## config.mk

```make
export PLATFORM = sky130hd
export DESIGN_NAME = lidar_sector_min_distance_unit
export DESIGN_NICKNAME = d
export VERILOG_FILES = /design/src/sv/lsmd_pkg.sv /design/src/sv/lsmd_front.sv /design/src/sv/lsmd_queue.sv /design/src/sv/lsmd_back.sv /design/src/sv/lidar_sector_min_distance_unit.sv
export SDC_FILE = /design/constraint.sdc
export NUM_CORES = 1
export LEC_CHECK = 0
export ABC_AREA = 1
export BUFFER_PORTS_ARGS = -buffer_cell sky130_fd_sc_hd__buf_2
export CELL_PAD_IN_SITES_DETAIL_PLACEMENT = 0
export CELL_PAD_IN_SITES_GLOBAL_PLACEMENT = 1
export CORE_ASPECT_RATIO = 0.9
export CORE_MARGIN = 5
export CORE_UTILIZATION = 49
export DETAILED_ROUTE_END_ITERATION = 8
export GPL_TIMING_DRIVEN = 0
export PLACE_DENSITY = 0.95
export SYNTH_ARGS = -nofsm -noshare
export SYNTH_HDL_FRONTEND = slang
export SYNTH_HIERARCHICAL = 1
export SYNTH_SLANG_ARGS = --single-unit
```

## constraint.sdc

```tcl
create_clock -name clk_i -period 8.1 [get_ports clk_i]
set_clock_uncertainty 0.1 [all_clocks]
set_input_delay 0.405 -clock clk_i [delete_from_list [all_inputs] [get_ports clk_i]]
set_output_delay 0.405 -clock clk_i [all_outputs]
set_load 0.005 [all_outputs]
```

## src/sv/lsmd_pkg.sv

```systemverilog
// Package of shared types and constants for the lidar sector minimum distance unit.
`default_nettype none
package lsmd_pkg;

  // Field widths
  localparam int unsigned DistW = 16;
  localparam int unsigned CoordW = 16;
  localparam int unsigned LatW = 15;
  localparam int unsigned CntW = 11;
  localparam int unsigned CfgIdxW = 4;
  localparam int unsigned CfgDataW = 16;

  // Scan capacity, clamped to the largest count that the count width can hold
  localparam int unsigned MaxScanPoints = 1024;
  localparam int unsigned TallyLimit = (1 << CntW) - 1;
  localparam logic [CntW-1:0] ScanCap =
    CntW'((MaxScanPoints > TallyLimit) ? TallyLimit : MaxScanPoints);

  // Configuration register indexes
  localparam logic [CfgIdxW-1:0] RegIgnoreNear = CfgIdxW'(0);
  localparam logic [CfgIdxW-1:0] RegFrontHalfWidth = CfgIdxW'(1);
  localparam logic [CfgIdxW-1:0] RegSideMinForward = CfgIdxW'(2);
  localparam logic [CfgIdxW-1:0] RegSideMinLateral = CfgIdxW'(3);

  // Configuration reset values
  localparam logic [DistW-1:0] IgnoreNearRst = DistW'(40);
  localparam logic [LatW-1:0] FrontHalfWidthRst = LatW'(180);
  localparam logic signed [CoordW-1:0] SideMinForwardRst = -CoordW'(40);
  localparam logic [LatW-1:0] SideMinLateralRst = LatW'(80);

  // Queue depth
  localparam int unsigned QDepth = 2;
  localparam int unsigned QPtrW = $clog2(QDepth);
  localparam int unsigned QCntW = $clog2(QDepth + 1);

  // Classified point passed from front to back
  typedef struct packed {
    logic [DistW-1:0] dist_mm;
    logic pt_valid;
    logic hit_front;
    logic hit_left;
    logic hit_right;
    logic last;
  } point_item_t;

endpackage
`default_nettype wire

```

## src/sv/lsmd_front.sv

```systemverilog
// Front end: configuration registers and zone classification of each point.
`default_nettype none
module lsmd_front (
  input  wire logic                               clk_i,
  input  wire logic                               rst_ni,
  input  wire logic                               cfg_we_i,
  input  wire logic [lsmd_pkg::CfgIdxW-1:0]       cfg_idx_i,
  input  wire logic [lsmd_pkg::CfgDataW-1:0]      cfg_wdata_i,
  input  wire logic                               point_valid_i,
  input  wire logic [lsmd_pkg::DistW-1:0]         distance_mm_i,
  input  wire logic signed [lsmd_pkg::CoordW-1:0] x_mm_i,
  input  wire logic signed [lsmd_pkg::CoordW-1:0] y_mm_i,
  input  wire logic                               last_point_i,
  output lsmd_pkg::point_item_t                   item_o
);
  import lsmd_pkg::*;

  logic [DistW-1:0]         ignore_near_q;
  logic [LatW-1:0]          front_half_width_q;
  logic signed [CoordW-1:0] side_min_forward_q;
  logic [LatW-1:0]          side_min_lateral_q;

  logic signed [CoordW:0] y_ext;
  logic [CoordW:0]        abs_y;
  logic signed [CoordW:0] lat_pos;
  logic signed [CoordW:0] lat_neg;
  logic                   use_pt;
  logic                   x_pos;
  logic                   x_side;
  logic                   left_zone;

  // Write configuration registers; ignore unknown indexes
  always_ff @(posedge clk_i or negedge rst_ni) begin
    if (!rst_ni) begin
      ignore_near_q      <= IgnoreNearRst;
      front_half_width_q <= FrontHalfWidthRst;
      side_min_forward_q <= SideMinForwardRst;
      side_min_lateral_q <= SideMinLateralRst;
    end else if (cfg_we_i) begin
      unique case (cfg_idx_i)
        RegIgnoreNear:     ignore_near_q      <= cfg_wdata_i[DistW-1:0];
        RegFrontHalfWidth: front_half_width_q <= cfg_wdata_i[LatW-1:0];
        RegSideMinForward: side_min_forward_q <= cfg_wdata_i[CoordW-1:0];
        RegSideMinLateral: side_min_lateral_q <= cfg_wdata_i[LatW-1:0];
        default: ;
      endcase
    end
  end

  // Classify the point against the zones
  always_comb begin
    y_ext     = {y_mm_i[CoordW-1], y_mm_i};
    abs_y     = y_ext[CoordW] ? (CoordW+1)'(-y_ext) : y_ext;
    lat_pos   = {2'b00, side_min_lateral_q};
    lat_neg   = -lat_pos;
    use_pt    = point_valid_i && (distance_mm_i >= ignore_near_q);
    x_pos     = !x_mm_i[CoordW-1] && (x_mm_i != '0);
    x_side    = x_mm_i >= side_min_forward_q;
    left_zone = x_side && (y_ext >= lat_pos);

    item_o.dist_mm   = distance_mm_i;
    item_o.pt_valid  = point_valid_i;
    item_o.hit_front = use_pt && x_pos && (abs_y <= {2'b00, front_half_width_q});
    item_o.hit_left  = use_pt && left_zone;
    item_o.hit_right = use_pt && !left_zone && x_side && (y_ext <= lat_neg);
    item_o.last      = last_point_i;
  end

endmodule
`default_nettype wire

```

## src/sv/lsmd_queue.sv

```systemverilog
// Short queue of classified points between front and back.
`default_nettype none
module lsmd_queue (
  input  wire logic                  clk_i,
  input  wire logic                  rst_ni,
  input  wire logic                  push_i,
  input  wire lsmd_pkg::point_item_t push_item_i,
  output logic                       full_o,
  input  wire logic                  pop_i,
  output logic                       valid_o,
  output lsmd_pkg::point_item_t      item_o
);
  import lsmd_pkg::*;

  point_item_t           entry_q [QDepth];
  logic [QPtrW-1:0]      wr_ptr_q, wr_ptr_d;
  logic [QPtrW-1:0]      rd_ptr_q, rd_ptr_d;
  logic [QCntW-1:0]      count_q, count_d;

  assign full_o  = (count_q == QCntW'(QDepth));
  assign valid_o = (count_q != '0);
  assign item_o  = entry_q[rd_ptr_q];

  // Advance pointers and fill count
  always_comb begin
    wr_ptr_d = wr_ptr_q;
    rd_ptr_d = rd_ptr_q;
    count_d  = count_q;
    if (push_i) begin
      wr_ptr_d = (wr_ptr_q == QPtrW'(QDepth - 1)) ? '0 : wr_ptr_q + 1'b1;
    end
    if (pop_i) begin
      rd_ptr_d = (rd_ptr_q == QPtrW'(QDepth - 1)) ? '0 : rd_ptr_q + 1'b1;
    end
    if (push_i && !pop_i) begin
      count_d = count_q + 1'b1;
    end else if (!push_i && pop_i) begin
      count_d = count_q - 1'b1;
    end
  end

  always_ff @(posedge clk_i or negedge rst_ni) begin
    if (!rst_ni) begin
      wr_ptr_q <= '0;
      rd_ptr_q <= '0;
      count_q  <= '0;
    end else begin
      wr_ptr_q <= wr_ptr_d;
      rd_ptr_q <= rd_ptr_d;
      count_q  <= count_d;
    end
  end

  // Store the pushed word
  always_ff @(posedge clk_i) begin
    if (push_i) begin
      entry_q[wr_ptr_q] <= push_item_i;
    end
  end

endmodule
`default_nettype wire

```

## src/sv/lsmd_back.sv

```systemverilog
// Back end: running minima, saturating counts and the result register.
`default_nettype none
module lsmd_back (
  input  wire logic                        clk_i,
  input  wire logic                        rst_ni,
  input  wire logic                        q_valid_i,
  input  wire lsmd_pkg::point_item_t       q_item_i,
  output logic                             pop_o,
  output logic                             out_valid_o,
  input  wire logic                        out_stall_i,
  output logic [lsmd_pkg::DistW-1:0]       front_closest_o,
  output logic [lsmd_pkg::DistW-1:0]       left_closest_o,
  output logic [lsmd_pkg::DistW-1:0]       right_closest_o,
  output logic [lsmd_pkg::CntW-1:0]        valid_count_o,
  output logic [lsmd_pkg::CntW-1:0]        total_count_o,
  output logic                             scan_seen_o
);
  import lsmd_pkg::*;

  logic [DistW-1:0] front_best_q, front_best_d;
  logic [DistW-1:0] left_best_q, left_best_d;
  logic [DistW-1:0] right_best_q, right_best_d;
  logic [CntW-1:0]  valid_tally_q, valid_tally_d;
  logic [CntW-1:0]  point_tally_q, point_tally_d;
  logic [DistW-1:0] res_front_q;
  logic [DistW-1:0] res_left_q;
  logic [DistW-1:0] res_right_q;
  logic [CntW-1:0]  res_valid_cnt_q;
  logic [CntW-1:0]  res_total_cnt_q;
  logic             res_seen_q;
  logic             out_valid_q;
  logic             out_free;
  logic             room;
  logic             emit;

  function automatic logic [DistW-1:0] keep_nearer(logic [DistW-1:0] held,
                                                   logic [DistW-1:0] cand);
    logic [DistW-1:0] res;
    res = held;
    if (cand != '0 && (held == '0 || cand < held)) begin
      res = cand;
    end
    return res;
  endfunction

  // Take a word unless it closes a scan while the result register holds a stalled result
  assign out_free    = !out_valid_q || !out_stall_i;
  assign pop_o       = q_valid_i && (!q_item_i.last || out_free);
  assign emit        = pop_o && q_item_i.last;
  assign room        = point_tally_q < ScanCap;
  assign out_valid_o = out_valid_q;

  assign front_closest_o = res_front_q;
  assign left_closest_o  = res_left_q;
  assign right_closest_o = res_right_q;
  assign valid_count_o   = res_valid_cnt_q;
  assign total_count_o   = res_total_cnt_q;
  assign scan_seen_o     = res_seen_q;

  // Fold the point into the scan state; drop it once the scan is full
  always_comb begin
    front_best_d  = front_best_q;
    left_best_d   = left_best_q;
    right_best_d  = right_best_q;
    valid_tally_d = valid_tally_q;
    point_tally_d = point_tally_q;
    if (room) begin
      point_tally_d = point_tally_q + 1'b1;
      if (q_item_i.pt_valid) begin
        valid_tally_d = valid_tally_q + 1'b1;
      end
      if (q_item_i.hit_front) begin
        front_best_d = keep_nearer(front_best_q, q_item_i.dist_mm);
      end
      if (q_item_i.hit_left) begin
        left_best_d = keep_nearer(left_best_q, q_item_i.dist_mm);
      end
      if (q_item_i.hit_right) begin
        right_best_d = keep_nearer(right_best_q, q_item_i.dist_mm);
      end
    end
  end

  // Update scan state; clear it when the result is loaded
  always_ff @(posedge clk_i or negedge rst_ni) begin
    if (!rst_ni) begin
      front_best_q  <= '0;
      left_best_q   <= '0;
      right_best_q  <= '0;
      valid_tally_q <= '0;
      point_tally_q <= '0;
      out_valid_q   <= 1'b0;
    end else begin
      if (emit) begin
        front_best_q  <= '0;
        left_best_q   <= '0;
        right_best_q  <= '0;
        valid_tally_q <= '0;
        point_tally_q <= '0;
      end else if (pop_o) begin
        front_best_q  <= front_best_d;
        left_best_q   <= left_best_d;
        right_best_q  <= right_best_d;
        valid_tally_q <= valid_tally_d;
        point_tally_q <= point_tally_d;
      end
      if (emit) begin
        out_valid_q <= 1'b1;
      end else if (!out_stall_i) begin
        out_valid_q <= 1'b0;
      end
    end
  end

  // Load the result register
  always_ff @(posedge clk_i) begin
    if (emit) begin
      res_front_q     <= front_best_d;
      res_left_q      <= left_best_d;
      res_right_q     <= right_best_d;
      res_valid_cnt_q <= valid_tally_d;
      res_total_cnt_q <= point_tally_d;
      res_seen_q      <= (valid_tally_d != '0);
    end
  end

endmodule
`default_nettype wire

```

## src/sv/lidar_sector_min_distance_unit.sv

```systemverilog
// Top level of the lidar sector minimum distance unit.
// Timing: a result word passes the queue and then the result register after its last point is
// taken, and is offered later while older words still wait in the queue or a result is stalled.
// Throughput: one point per cycle while the queue is not full; the two-entry queue and the result
// register let points of the next scan enter while a result waits.
// Reset: asynchronous, active low; registers to defaults, scan state and queue empty.
`default_nettype none
module lidar_sector_min_distance_unit (
  input  wire logic                               clk_i,
  input  wire logic                               rst_ni,
  input  wire logic                               cfg_we_i,
  input  wire logic [lsmd_pkg::CfgIdxW-1:0]       cfg_idx_i,
  input  wire logic [lsmd_pkg::CfgDataW-1:0]      cfg_wdata_i,
  input  wire logic                               in_valid_i,
  output logic                                    in_stall_o,
  input  wire logic                               point_valid_i,
  input  wire logic [lsmd_pkg::DistW-1:0]         distance_mm_i,
  input  wire logic signed [lsmd_pkg::CoordW-1:0] x_mm_i,
  input  wire logic signed [lsmd_pkg::CoordW-1:0] y_mm_i,
  input  wire logic                               last_point_i,
  output logic                                    out_valid_o,
  input  wire logic                               out_stall_i,
  output logic [lsmd_pkg::DistW-1:0]              front_closest_o,
  output logic [lsmd_pkg::DistW-1:0]              left_closest_o,
  output logic [lsmd_pkg::DistW-1:0]              right_closest_o,
  output logic [lsmd_pkg::CntW-1:0]               valid_count_o,
  output logic [lsmd_pkg::CntW-1:0]               total_count_o,
  output logic                                    scan_seen_o
);
  import lsmd_pkg::*;

  point_item_t front_item;
  point_item_t q_item;
  logic        q_full;
  logic        q_valid;
  logic        q_pop;
  logic        push;

  // Accept a word whenever the queue has room
  assign in_stall_o = q_full;
  assign push       = in_valid_i && !q_full;

  lsmd_front u_front (
    .clk_i         (clk_i),
    .rst_ni        (rst_ni),
    .cfg_we_i      (cfg_we_i),
    .cfg_idx_i     (cfg_idx_i),
    .cfg_wdata_i   (cfg_wdata_i),
    .point_valid_i (point_valid_i),
    .distance_mm_i (distance_mm_i),
    .x_mm_i        (x_mm_i),
    .y_mm_i        (y_mm_i),
    .last_point_i  (last_point_i),
    .item_o        (front_item)
  );

  lsmd_queue u_queue (
    .clk_i       (clk_i),
    .rst_ni      (rst_ni),
    .push_i      (push),
    .push_item_i (front_item),
    .full_o      (q_full),
    .pop_i       (q_pop),
    .valid_o     (q_valid),
    .item_o      (q_item)
  );

  lsmd_back u_back (
    .clk_i           (clk_i),
    .rst_ni          (rst_ni),
    .q_valid_i       (q_valid),
    .q_item_i        (q_item),
    .pop_o           (q_pop),
    .out_valid_o     (out_valid_o),
    .out_stall_i     (out_stall_i),
    .front_closest_o (front_closest_o),
    .left_closest_o  (left_closest_o),
    .right_closest_o (right_closest_o),
    .valid_count_o   (valid_count_o),
    .total_count_o   (total_count_o),
    .scan_seen_o     (scan_seen_o)
  );

endmodule
`default_nettype wire

```

# --- Word-level counts from Yosys, hierarchy flattened ---
# Memory sizes are Yosys's and may differ from the RTL's.
# Index checks and enable logic that the tools add are counted.
totals:
  out_inout_bits: 73
  word_cells: 117
  input_bits: 75
  ramBits: 42
  ff_bits: 208
  memories: 1
memory_table:
  columns: ["name", "words", "width", "read_ports", "rd_ports_with_merged_regs", "write_ports", "line_no", "source"]
  rows:
  - ["u_queue.entry_q", 2, 21, 1, 0, 1, "lsmd_queue.sv:15", "point_item_t entry_q [QDepth];"]
classes:
  eq_ne: 5
  n_addsub: 8
  muxes: 31
  magnitude_cmp: 9
  n_reduce_logical: 44
op_table:
  columns: ["cell", "n"]
  rows:
  - ["16-bit 2-to-1 mux", 15]
  - ["11-bit 2-to-1 mux", 7]
  - ["16-bit >= comparator", 3]
  - ["16-bit zero test", 3]
  - ["16-bit < comparator", 3]
  - ["16-bit nonzero test", 2]
  - ["11-bit by 1-bit adder with 11-bit output (second input constant)", 2]
  - ["16-bit by 17-bit <= comparator with 1-bit output", 1]
  - ["17-bit by 15-bit <= comparator with 1-bit output", 1]
  - ["1-bit logical AND", 17]
  - ["17-bit 2-to-1 mux", 1]
  - ["15-bit negator with 17-bit output", 1]
  - ["16-bit negator with 17-bit output", 1]
  - ["11-bit < comparator (second input constant)", 1]
  - ["11-bit nonzero test", 1]
  - ["4-bit by 2-bit equality test with 1-bit output (second input constant)", 2]
  - ["1-bit zero test", 8]
  - ["2-bit AND reduction", 4]
  - ["1-bit 2-to-1 mux", 6]
  - ["2-bit nonzero test", 3]
  - ["1-bit logical OR", 5]
  - ["4-bit by 1-bit equality test with 1-bit output (second input constant)", 1]
  - ["4-bit zero test", 1]
  - ["2-bit 2-to-1 mux", 2]
  - ["5 further kinds", 6]

# --- Logic depth before layout (Yosys ltp) ---
# Gate-level depths: netlist of run 1.
# An unclocked memory read counts as a cell.
logic_depth:
  word_depth: 9
  mapped_depth: 20
  mapped_depth_nobuf: 20

# --- Hierarchy ---
# The synthesis of run 1 kept the hierarchy.
by_module_without_submodules:
  columns: ["module", "seq_area_each_um2", "cells_per_inst", "area_per_inst_um2", "n_inst"]
  rows:
  - ["lsmd_back", 3908.7, 848, 7671.1, 1]
  - ["lsmd_front", 1576.5, 723, 5242.5, 1]
  - ["lsmd_queue", 1361.3, 90, 1726.7, 1]
  - ["lidar_sector_min_distance_unit", 0.0, 2, 10.0, 1]

# --- Worst setup path before layout of run 1 ---
# No wires, ideal clock.
synth_timing:
  kind: "register to register"
  from: "reg u_queue.rd_ptr_q"
  to: "reg u_back.res_front_q[0] (netlist: u_back/front_closest_o[0]), enable pin"
  n_path_buf: 1
  setup_time_ns: 0.426
  t_arrival_ns: 2.713
  required_ns: 7.574
  period_less_slack_ns: 3.239
  path_stages_with_launch: 8
  setup_slack_ns: 4.861
  path_cell_list: "dfrtp_1 -> mux2_2 -> inv_1 -> o21ai_2 -> inv_1 -> clkbuf_1 -> nand2_1 -> inv_1"
synth_lines:
  columns: ["item", "line_no", "source"]
  rows:
  - ["start: declaration", "lsmd_queue.sv:17", "logic [QPtrW-1:0] rd_ptr_q, rd_ptr_d;"]
  - ["start signal: assignment", "lsmd_queue.sv:49", "rd_ptr_q <= rd_ptr_d;"]
  - ["end signal: assignment", "lsmd_back.sv:118", "res_front_q <= front_best_d;"]
  - ["end: declaration", "lsmd_back.sv:25", "logic [DistW-1:0] res_front_q;"]

==> results of run 1 <==
==> state kept, by name, summed over array words and instances (netlist names), 2 cells and up <==
register                    cells
u_back/front_best_q            16
u_back/front_closest_o         16
u_back/left_best_q             16
u_back/left_closest_o          16
u_back/point_tally_q           11
u_back/right_best_q            16
u_back/right_closest_o         16
u_back/total_count_o           11
u_back/valid_count_o           11
u_back/valid_tally_q           11
u_front/front_half_width_q     15
u_front/ignore_near_q          16
u_front/side_min_forward_q     16
u_front/side_min_lateral_q     15
u_queue/count_q                 2
u_queue/entry_q                42
==> metal layers <==
| metal | part of all wire | wire [um] | GRT usage |
|---|---|---|---|
| met1 | 0.45 | 16300 | 0.303 |
| met4 | 0.023 | 831 | 0.0505 |
| met5 | 0 | 0 | 0 |
| met2 | 0.47 | 17000 | 0.358 |
| met3 | 0.061 | 2200 | 0.0299 |
==> worst max-delay path: stages (launching register included) <==
cell and delay (ps):
dfrtp_1 440, inv_1 80, ha_1 210, nand4_1 170, nor2_2 170, nand4_1 140, nor2_1 110, nand2_1 100
xor2_1 150, ha_1 290, nand2_1 80, nor2_1 180, nand2_1 80, inv_1 70, nand4_1 120, nand3_1 130
nand2_1 60, nand2_1 130, nand2_1 70, nor2_1 230
==> path summary, 6_finish.rpt <==
kind                       depth (start not counted)  slack [ps]                                         to
min in group asynchronous                          2         270        u_back/valid_tally_q[6]$_DFFE_PN0P_
hold reg to reg                                    2         380             u_queue/count_q[1]$_DFFE_PN0P_
setup / recovery                                  19        4790            u_queue/entry_q[1][1]$_DFFE_PP_
setup reg to reg                                  19        4790            u_queue/entry_q[1][1]$_DFFE_PP_
hold / removal                                     2          60           u_queue/entry_q[0][15]$_DFFE_PP_
max in group asynchronous                          3        6750  u_front/side_min_lateral_q[6]$_DFFE_PN1P_
==> cell type report <==
type,instances,area (um^2)
plain buffers,56,344
clock buffers,36,754
clock inverters,12,143
fillers,2665,12800
inverters,243,912
multi-input cells,1114,6550
flip-flops and latches,250,6850
well taps,403,504
repair buffers,152,830
==> logic make-up after synthesis <==
family / after synthesis
AOI/OAI and AO/OA: 167
DFF: 250
xor gates and xnor gates: 39
and+or+nand+nor: 759
muxes: 21
adders and majority gates: 128
buffers and inverters: 299
==> placed cells by master (no fill, tap or decap), types with 9 or more instances in the layout <==
cell type and n:
nand2_1 402, dfstp_2 20, nor2_1 73, o21ai_0 94
nand2_2 22, clkbuf_1 27, o22ai_1 9, buf_4 22
xor2_1 32, nand4_1 23, buf_2 150, nor3_1 14
edfxtp_1 113, nand3_1 128, nor4_1 23, inv_1 238
ha_1 128, mux2_2 21, and2_1 48, a21oi_1 51
clkbuf_16 28, dfrtp_1 117
==> power groups by stage <==
stage | logic (mW) | registers [mW] | clock network, mW
2_1_floorplan | 1.71 | 2.04 | 0
3_3_place_gp | 2.49 | 2.03 | 0
3_5_place_dp | 2.59 | 2.03 | 0
4_1_cts | 2.60 | 2.01 | 1.25
5_1_grt | 2.93 | 2.05 | 1.32
6_report | 2.61 | 2.01 | 1.23
==> Yosys cell counts (all sizes together) <==
cell type and n:
nand2 431, inv 242, nand3b 1, a22o 2, ha 128, a21boi 1, o21ai 97, a21o 2
buf 32, nand3 131, nor4 23, clkinv 1, dfrtp 117, o21a 1, and2 48, o211ai 2
o21bai 1, clkbuf 24, dfstp 20, nor3 19, o31ai 1, xnor2 7, edfxtp 113, mux2 21
xor2 32, a21oi 51, o22ai 9, nor2 83, nand4 23
==> stage by stage <==
step	hold WS, ps	total power [mW]	std cells	setup WS, ps	cell area (um^2)
2_1_floorplan	9.41	3.75	1663	4860	14700
3_3_place_gp	355	4.52	2212	4070	15900
3_5_place_dp	269	4.62	2215	4840	16000
4_1_cts	35.5	5.87	2266	4820	16900
5_1_grt	50.0	6.30	2266	4480	16900
6_report	61.7	5.85	2266	4790	16900
==> repair_timing <==
| action | in CTS | in global routing |
|---|---|---|
| hold buffers | 3 | 0 |
| resized for setup | 0 | 0 |
| hold endpoints to repair | 46 | 0 |
==> impl_metrics.env, run 1 <==
export IMPL_arrival_ps=3540
export IMPL_switching_share=0.396
export IMPL_cts_path_max_buffers=3
export IMPL_max_freq_mhz=302
export IMPL_dr_pass1_iters=5
export IMPL_yosysTopAreaCell="edfxtp_1"
export IMPL_cts_setup_buffers=0
export IMPL_crit_path_start_kind="flip-flop"
export IMPL_grt_overflow_total=0
export IMPL_grt_pass1_wl_mm=58.4
export IMPL_dp_hpwl_mm=27.7
export IMPL_tritoncts="done"
export IMPL_path_class="flip-flop to flip-flop"
export IMPL_drive_above_1_share=0.170
export IMPL_io_pins=148
export IMPL_power_density_nw_per_um2=346
export IMPL_ys_types=43
export IMPL_post_route_drc_count=0
export IMPL_hold_viol_final=0
export IMPL_yosysWarnings=6
export IMPL_clkPwrFrac=0.210
export IMPL_fin_tns_setup_ps=0
export IMPL_initial_utilization=0.493
export IMPL_pwr_share_comb=0.446
export IMPL_r2r_start="u_front/side_min_lateral_q[0]$_DFFE_PN0P_"
export IMPL_yosys_mux_area_fraction=0.0161
export IMPL_cap_violations=0
export IMPL_numCtsBuffers=26
export IMPL_cts_sinks=250
export IMPL_synth_fp_nets=1866
export IMPL_clk_pin_slew_worst_paths_ps=70
export IMPL_seqPwrFrac=0.344
export IMPL_status="finished clean"
export IMPL_routed_wirelength_mm=36.3
export IMPL_fin_nets=2046
export IMPL_fin_util=0.568
export IMPL_area_growth_pct=15.2
export IMPL_synthXorXnorAreaFrac=0.0233
export IMPL_via_count=11745
export IMPL_min_path_type="input pin to flip-flop"
export IMPL_io_buffers=146
export IMPL_post_route_period_util=0.409
export IMPL_die_y_um=174
export IMPL_synthAdderAreaFrac=0.109
export IMPL_slew_headroom=0.429
export IMPL_rsz0062_at_grt="no"
export IMPL_synthSimpleGateAreaFrac=0.238
export IMPL_synth_seq_cells=250
export IMPL_grt_use_total=0.216
export IMPL_intPower_mw=3.53
export IMPL_worst_pin_slew_ps=855
export IMPL_ys_seq_area_frac=0.467
export IMPL_critPathMaxFanout=4
export IMPL_synth_top_area_frac=0.232
export IMPL_ant_nets=0
export IMPL_gp_congestion=0.912
export IMPL_min_period_ps=3310
export IMPL_die_area_um2=33500
export IMPL_hp_start="distance_mm_i[10]"
export IMPL_switchingPower_mw=2.32
export IMPL_die_w_um=192
export IMPL_drv_slew=0
export IMPL_wl_per_cell_um=16.0
export IMPL_synthCells=1663
export IMPL_synth_area_leaders="edfxtp_1 (23%), dfrtp_1 (20%), ha_1 (11%)"
export IMPL_viasPerCell=5.18
export IMPL_cp_required_ps=8330
export IMPL_grt_max_degree=95
export IMPL_first_iter_violations=791
export IMPL_setup_violations=0
export IMPL_htreeDepth=1
export IMPL_core_um2=29700
export IMPL_cts_root_buffer="clkbuf_16"
export IMPL_startpoint="u_front/side_min_lateral_q[0]$_DFFE_PN0P_"
export IMPL_insertion_delay_ps=540
export IMPL_antennaDiodeCount=0
export IMPL_antenna_found_initial=0
export IMPL_syn_area_per_cell_um2=8.81
export IMPL_netlist_area_um2=14700
export IMPL_rows=60
export IMPL_crit_path_end_kind="flip-flop"
export IMPL_irDropWorstVdd_v=0.000215
export IMPL_synth_top_family_by_area="simple AND/OR/NAND/NOR gates"
export IMPL_p_leak_nw=8.23
export IMPL_synth_compound_area_frac=0.0600
export IMPL_grt_pass1_vias=11306
No activity file was read; power rests on OpenSTA's default activity.
==> inputs of run 2 (changes only) <==
--- a/config.mk
+++ b/config.mk
@@ -11,10 +11,10 @@
 export CELL_PAD_IN_SITES_GLOBAL_PLACEMENT = 1
 export CORE_ASPECT_RATIO = 0.9
 export CORE_MARGIN = 5
-export CORE_UTILIZATION = 49
+export CORE_UTILIZATION = 46
 export DETAILED_ROUTE_END_ITERATION = 8
 export GPL_TIMING_DRIVEN = 0
-export PLACE_DENSITY = 0.95
+export PLACE_DENSITY = 0.9
 export SYNTH_ARGS = -nofsm -noshare
 export SYNTH_HDL_FRONTEND = slang
 export SYNTH_HIERARCHICAL = 1
==> constraint.sdc (replaced) <==
create_clock -name clk_i -period 3.5 [get_ports clk_i]
set_clock_uncertainty 0.1 [all_clocks]
set_input_delay 0.175 -clock clk_i [delete_from_list [all_inputs] [get_ports clk_i]]
set_output_delay 0.175 -clock clk_i [all_outputs]
set_load 0.005 [all_outputs]
==> run 2 against run 1 <==
Compared with the run above:
- die area grew 6.2%
- non-clock buffer count grew 36
- clock-buffer cell count increased by 2
- via count up 0.32%
- power rose by 130%
- worst setup slack got worse by 4500 ps
- critical path depth did not move
- worst hold slack got worse by 24 ps
- flip-flop and latch count stayed put
- cell count increased by 2.3%
- routed wire length rose by 2.5%
- largest cell class unchanged
- highest routed layer is now met5
==> impl_metrics.env, run 2 (synthesis gave the netlist of run 1 again) <==
export IMPL_status="finished clean"
export IMPL_first_iter_violations=811
export IMPL_viasPerCell=5.08
export IMPL_largest_register_ffs=42
export IMPL_clk_pin_slew_worst_paths_ps=60
export IMPL_cts_path_max_buffers=3
export IMPL_worst_pin_slew_ps=821
export IMPL_grt_overflow_total=0
export IMPL_grt_use_met3=0.0267
export IMPL_power_density_nw_per_um2=781
export IMPL_io_pins=148
export IMPL_grt_pass1_vias=11368
export IMPL_grt_pass1_wl_mm=59.5
export IMPL_cpMaxStageDelayCell="dfrtp_1"
export IMPL_min_path_type="input pin to flip-flop"
export IMPL_drv_slew=0
export IMPL_grt_use_total=0.209
export IMPL_nFillCells=2864
export IMPL_core_um2=31700
export IMPL_die_y_um=179
export IMPL_mostFrequentLayoutCells="nand2_1 (402), inv_1 (238), buf_2 (150)"
export IMPL_arrival_ps=3470
export IMPL_insertion_delay_ps=560
export IMPL_path_class="flip-flop to flip-flop"
export IMPL_critPathMaxFanout=3
export IMPL_multi_input_comb_area_um2=6560
export IMPL_wl_per_cell_um=16.0
export IMPL_irDropWorstVdd_v=0.000739
export IMPL_critPathMostFrequentCell="nand2_1"
export IMPL_tritoncts="done"
export IMPL_hold_viol_final=0
export IMPL_numCtsBuffers=27
export IMPL_fin_nets=2083
export IMPL_crit_path_end_kind="flip-flop"
export IMPL_cts_sinks=250
export IMPL_dp_hpwl_mm=28.0
export IMPL_die_area_um2=35500
export IMPL_cp_cell_sequence="inv_1 -> ha_1 -> nand4_1 -> nor2_2 -> nand4_1 -> nor2_1 -> nand2_1 -> xor2_1 -> ha_1 -> nand2_1 -> nor2_2 -> nand2_1 -> inv_1 -> nand4_1 -> nand3_1 -> nand2_1 -> nand2_1 -> nand2_1 -> nor2_2"
export IMPL_grt_max_degree=80
export IMPL_ff_latch_area_um2=6850
export IMPL_io_buffers=146
export IMPL_cap_violations=0
export IMPL_drive_above_1_share=0.170
export IMPL_antenna_found_initial=3
export IMPL_slew_headroom=0.452
export IMPL_crit_path_start_kind="flip-flop"
export IMPL_use_met2=0.346
export IMPL_slowest_delay_ps=420
export IMPL_via_count=11783
export IMPL_ant_nets=0
export IMPL_initial_utilization=0.463
export IMPL_min_period_ps=3210
export IMPL_rows=62
export IMPL_htreeDepth=1
export IMPL_grt_busiest_layer="met2"
export IMPL_p_leak_nw=8.34
export IMPL_area_growth_pct=17.5
export IMPL_regMostFlops="u_queue/entry_q"
export IMPL_cts_root_buffer="clkbuf_16"
export IMPL_post_route_period_util=0.916
export IMPL_max_freq_mhz=312
export IMPL_cp_required_ps=3760
export IMPL_hold_slack_ps=37.5
export IMPL_post_route_drc_count=0
export IMPL_gp_congestion=0.926
export IMPL_grtUsageMet1=0.293
export IMPL_dr_pass1_iters=5
export IMPL_finalPower_mw=13.5
export IMPL_fin_tns_setup_ps=0
export IMPL_routed_wirelength_mm=37.2
export IMPL_setup_violations=0
export IMPL_die_w_um=198
export IMPL_final_common_cell="nand2_1"
export IMPL_rsz0062_at_grt="no"
[run 2: cell type report]
cell class	count	share of cell area
multi-input combinational	1114	0.381
inverter	243	0.0530
timing repair buffer	188	0.0688
clock buffer	38	0.0440
sequential	250	0.398
antenna	2	0.000291
clock inverter	12	0.00552
buffer	56	0.0200
tap	416	0.0302
[run 2: repair_timing]
| action | 4_1_cts | 5_1_grt |
|---|---|---|
| hold buffers | 37 | 0 |
| buffers inserted | 0 | 2 |
| endpoints found under the hold margin | 175 | 0 |
| setup endpoints to repair | 0 | 2 |
| resized for setup | 0 | 2 |
[run 2: worst max-delay path: cells and delay by family, from the launching register on]
| kind | cells | cell delay, ps |
|---|---|---|
| xor gates and xnor gates | 1 | 160 |
| adders and majority gates | 2 | 500 |
| buffers and inverters | 2 | 180 |
| DFF | 1 | 420 |
| and+or+nand+nor | 14 | 1660 |
[run 2: through the flow]
step            util  area (um^2)  instances  setup WS [ps]
2_1_floorplan      -        14700       1663            261
3_3_place_gp   0.502        15900       2225           -586
3_5_place_dp   0.505        16000       2228            188
4_1_cts        0.543        17200       2315            158
5_1_grt        0.544        17200       2319           15.8
6_report       0.544        17200       2319            294
[run 2: worst paths after layout]
path                            depth (start not counted)  slack, ps                                   endpoint                                      start
min in group asynchronous                               2        150        u_back/valid_tally_q[2]$_DFFE_PN0P_                                     rst_ni
worst min register to register                          2        380             u_queue/count_q[1]$_DFFE_PN0P_             u_queue/count_q[1]$_DFFE_PN0P_
worst max-delay path                                   19        290            u_queue/entry_q[0][1]$_DFFE_PP_  u_front/side_min_lateral_q[1]$_DFFE_PN0P_
max in group asynchronous                               3       2300  u_front/side_min_lateral_q[4]$_DFFE_PN1P_                                     rst_ni
worst max register to register                         19        290            u_queue/entry_q[0][1]$_DFFE_PP_  u_front/side_min_lateral_q[1]$_DFFE_PN0P_
worst min-delay path                                    4         40      u_front/ignore_near_q[15]$_DFFE_PN0P_                                   cfg_we_i
[run 2: power breakdown]
part	internal, mW	switching, mW	total [mW]
combinational	2.21	3.86	6.07
sequential	4.27	0.398	4.67
clock	1.53	1.19	2.72
[run 2: routing by layer]
metal  part of all wire  vias to the layer above
met5            0.00035                        -
met4              0.029                        2
met3              0.053                       68
met2               0.46                      339
met1               0.45                     5492
li1                   -                     5882
==> inputs of run 3 (changes only) <==
--- a/config.mk
+++ b/config.mk
@@ -5,13 +5,12 @@
 export SDC_FILE = /design/constraint.sdc
 export NUM_CORES = 1
 export LEC_CHECK = 0
-export ABC_AREA = 1
 export BUFFER_PORTS_ARGS = -buffer_cell sky130_fd_sc_hd__buf_2
 export CELL_PAD_IN_SITES_DETAIL_PLACEMENT = 0
 export CELL_PAD_IN_SITES_GLOBAL_PLACEMENT = 1
 export CORE_ASPECT_RATIO = 0.9
 export CORE_MARGIN = 5
-export CORE_UTILIZATION = 46
+export CORE_UTILIZATION = 48
 export DETAILED_ROUTE_END_ITERATION = 8
 export GPL_TIMING_DRIVEN = 0
 export PLACE_DENSITY = 0.9
==> run 3 against run 2 <==
Compared with the run above:
- power grew 1.1%
- worst hold slack gained 64 ps
- cell count shrank 19%
- sequential share of layout area grew 0.82 points
- register-to-register slack lost 180 ps
- routed wire length shrank 3.8%
- combinational power is essentially flat
- area after synthesis shrank 3.4%
- design area shrank 2.0%
==> impl_metrics.env, run 3 <==
export IMPL_synthCells=1245
export IMPL_via_count=10652
export IMPL_slew_headroom=0.340
export IMPL_netlist_area_um2=14100
export IMPL_nFillCells=2432
export IMPL_power_density_nw_per_um2=806
export IMPL_first_iter_violations=772
export IMPL_status="finished clean"
export IMPL_synth_seq_cells=250
export IMPL_syn_area_per_cell_um2=11.4
export IMPL_mostFrequentLayoutCells="buf_2 (146), ha_1 (127), inv_1 (118)"
export IMPL_grt_pass1_wl_mm=56.6
export IMPL_synth_flop_cell="dfrtp_1"
export IMPL_io_buffers=146
export IMPL_gp_congestion=0.874
export IMPL_path_class="flip-flop to flip-flop"
export IMPL_crit_path_end_kind="flip-flop"
export IMPL_final_area_um2=16900
export IMPL_min_period_ps=3380
export IMPL_min_path_type="input pin to flip-flop"
export IMPL_regMostFlops="u_queue/entry_q"
export IMPL_post_route_drc_count=0
export IMPL_area_growth_pct=19.3
export IMPL_clk_pin_slew_worst_paths_ps=60
export IMPL_yosysTopAreaCell="edfxtp_1"
export IMPL_crit_path_start_kind="flip-flop"
export IMPL_initial_utilization=0.488
export IMPL_insertion_delay_ps=540
export IMPL_final_common_cell="buf_2"
export IMPL_dp_hpwl_mm=26.3
export IMPL_numCtsBuffers=26
export IMPL_setup_violations=0
export IMPL_viasPerCell=5.64
export IMPL_final_instance_count_excl_fill=1887
export IMPL_arrival_ps=3570
export IMPL_ys_seq_area_frac=0.484
export IMPL_synth_edf_count=113
export IMPL_max_freq_mhz=295
export IMPL_grt_pass1_vias=10495
export IMPL_cap_violations=0
export IMPL_hold_viol_final=0
export IMPL_ant_nets=0
export IMPL_placed_cells=1791
export IMPL_die_w_um=191
export IMPL_async_flop_share=0.548
export IMPL_drv_slew=0
export IMPL_tritoncts="done"
export IMPL_yosysMostFrequentCell="ha_1"
export IMPL_drive_above_1_share=0.253
export IMPL_core_um2=29000
export IMPL_grt_overflow_total=0
export IMPL_cts_root_buffer="clkbuf_16"
export IMPL_multi_input_comb_area_um2=6590
export IMPL_die_area_um2=33000
export IMPL_p_leak_nw=7.35
export IMPL_worst_pin_slew_ps=990
export IMPL_htreeDepth=1
export IMPL_fin_nets=1671
export IMPL_fin_tns_setup_ps=0
export IMPL_rows=59
export IMPL_post_route_period_util=0.967
export IMPL_setup_slack_ps=116
export IMPL_critPathMaxFanout=10
export IMPL_largest_register_ffs=42
export IMPL_synth_top_area_frac=0.240
export IMPL_synth_common_cells="ha_1 (128), inv_1 (118), dfrtp_1 (117), edfxtp_1 (113), nand2_1 (98)"
export IMPL_cp_required_ps=3680
export IMPL_grt_use_total=0.211
export IMPL_cts_path_max_buffers=3
export IMPL_grt_max_degree=75
export IMPL_ys_types=76
export IMPL_wl_per_cell_um=18.9
export IMPL_post_place_ws_ps=-553
export IMPL_antenna_found_initial=3
export IMPL_irDropWorstVdd_v=0.000402
export IMPL_synth_area_leaders="edfxtp_1 (24%), dfrtp_1 (21%), ha_1 (11%)"
export IMPL_cts_sinks=250
export IMPL_r2r_slack_ps=120
export IMPL_dr_pass1_iters=5
export IMPL_ff_latch_area_um2=6850
export IMPL_die_y_um=173
export IMPL_dpl_instance_area_um2=15500
export IMPL_routed_wirelength_mm=35.8
export IMPL_yosysWarnings=6
export IMPL_io_pins=148
export IMPL_synth_fp_nets=1448
## run 3: cell count changes in the layout (fill, tap and decap cells not counted), moves of 20 or more
cell     before  now
nand3_1     128   23
nand2_1     402   97
a21o_1        2   27
mux2_2       21   83
and2_1       48    3
a31oi_1       0   20
xnor2_1       7   36
mux2_4        0   20
nand2_2      22    1
nor2_1       71   31
inv_1       238  118
## run 3: critical path, cell delays in order (launching register included)
cell	delay, ps
dfrtp_2	440
buf_6	170
mux2_4	400
ha_1	350
a21o_1	210
a2111oi_2	400
o2111ai_2	230
a31oi_4	310
buf_8	200
mux2_4	320
## run 3: path summary, 6_finish.rpt
check                                                          start                                          to  depth (start not counted)
min in group asynchronous                                     rst_ni           u_back/left_best_q[8]$_DFFE_PN0P_                          2
max in group asynchronous                                     rst_ni  u_front/side_min_forward_q[12]$_DFFE_PN1P_                          3
hold reg to reg            u_front/front_half_width_q[9]$_DFFE_PN0P_   u_front/front_half_width_q[9]$_DFFE_PN0P_                          1
setup reg to reg                        u_queue/rd_ptr_q$_DFFE_PN0P_          u_back/left_closest_o[3]$_DFFE_PP_                          9
setup / recovery                        u_queue/rd_ptr_q$_DFFE_PN0P_          u_back/left_closest_o[3]$_DFFE_PP_                          9
hold / removal                                            x_mm_i[15]             u_queue/entry_q[1][3]$_DFFE_PP_                          4
## run 3: stage by stage
step,power (mW),hold WS [ps],utilization
finish,13.6,101,0.582
global route,14.4,118,0.582
CTS,13.6,62.0,0.579
detailed placement,10.6,116,0.533
global placement,10.3,274,0.530
floorplan,8.58,-221,-
## run 3: cell families (layout without fill, tap and decap cells)
| group | after synthesis | after routing | synth area share |
|---|---|---|---|
| AND/OR/NAND/NOR | 268 | 268 | 0.0974 |
| AO/OA/AOI/OAI | 267 | 267 | 0.130 |
| flip-flops | 250 | 250 | 0.484 |
| buffers and inverters | 177 | 420 | 0.0577 |
| adder cells (fa/ha/maj) | 128 | 128 | 0.113 |
| multiplexers | 104 | 104 | 0.0864 |
| XOR/XNOR | 51 | 51 | 0.0316 |
| other | 0 | 3 | 0 |
## run 3: area by class of cell
type / instances / share of cell area
Timing Repair Buffer: 195 / 0.0741
Inverter: 118 / 0.0262
Multi-Input combinational cell: 818 / 0.390
Tap cell: 396 / 0.0294
Clock inverter: 12 / 0.00956
Buffer: 59 / 0.0222
Sequential cell: 250 / 0.406
Antenna cell: 3 / 0.000445
Clock buffer: 36 / 0.0420
## run 3: timing repair
action / in CTS / in global routing
endpoints found under the setup margin: 28 / 53
gates resized for setup: 10 / 10
hold endpoints to repair: 163 / 0
pin swaps: 4 / 6
buffers inserted: 3 / 3
hold buffers: 39 / 0
## run 3: power by group
part | internal, mW | total [mW] | switching (mW) | leakage [nW]
Combinational | 2.59 | 6.05 | 3.46 | 4.10
Clock | 1.71 | 2.83 | 1.12 | 0.427
Sequential | 4.26 | 4.71 | 0.452 | 2.82
## run 3: routing by layer
| layer | global-route usage | vias up | wire, um |
|---|---|---|---|
| met4 | 0.0428 | 0 | 662 |
| li1 | - | 5029 | - |
| met3 | 0.0308 | 50 | 2440 |
| met5 | 0 | - | 0 |
| met1 | 0.294 | 5172 | 15500 |
| met2 | 0.354 | 401 | 17200 |
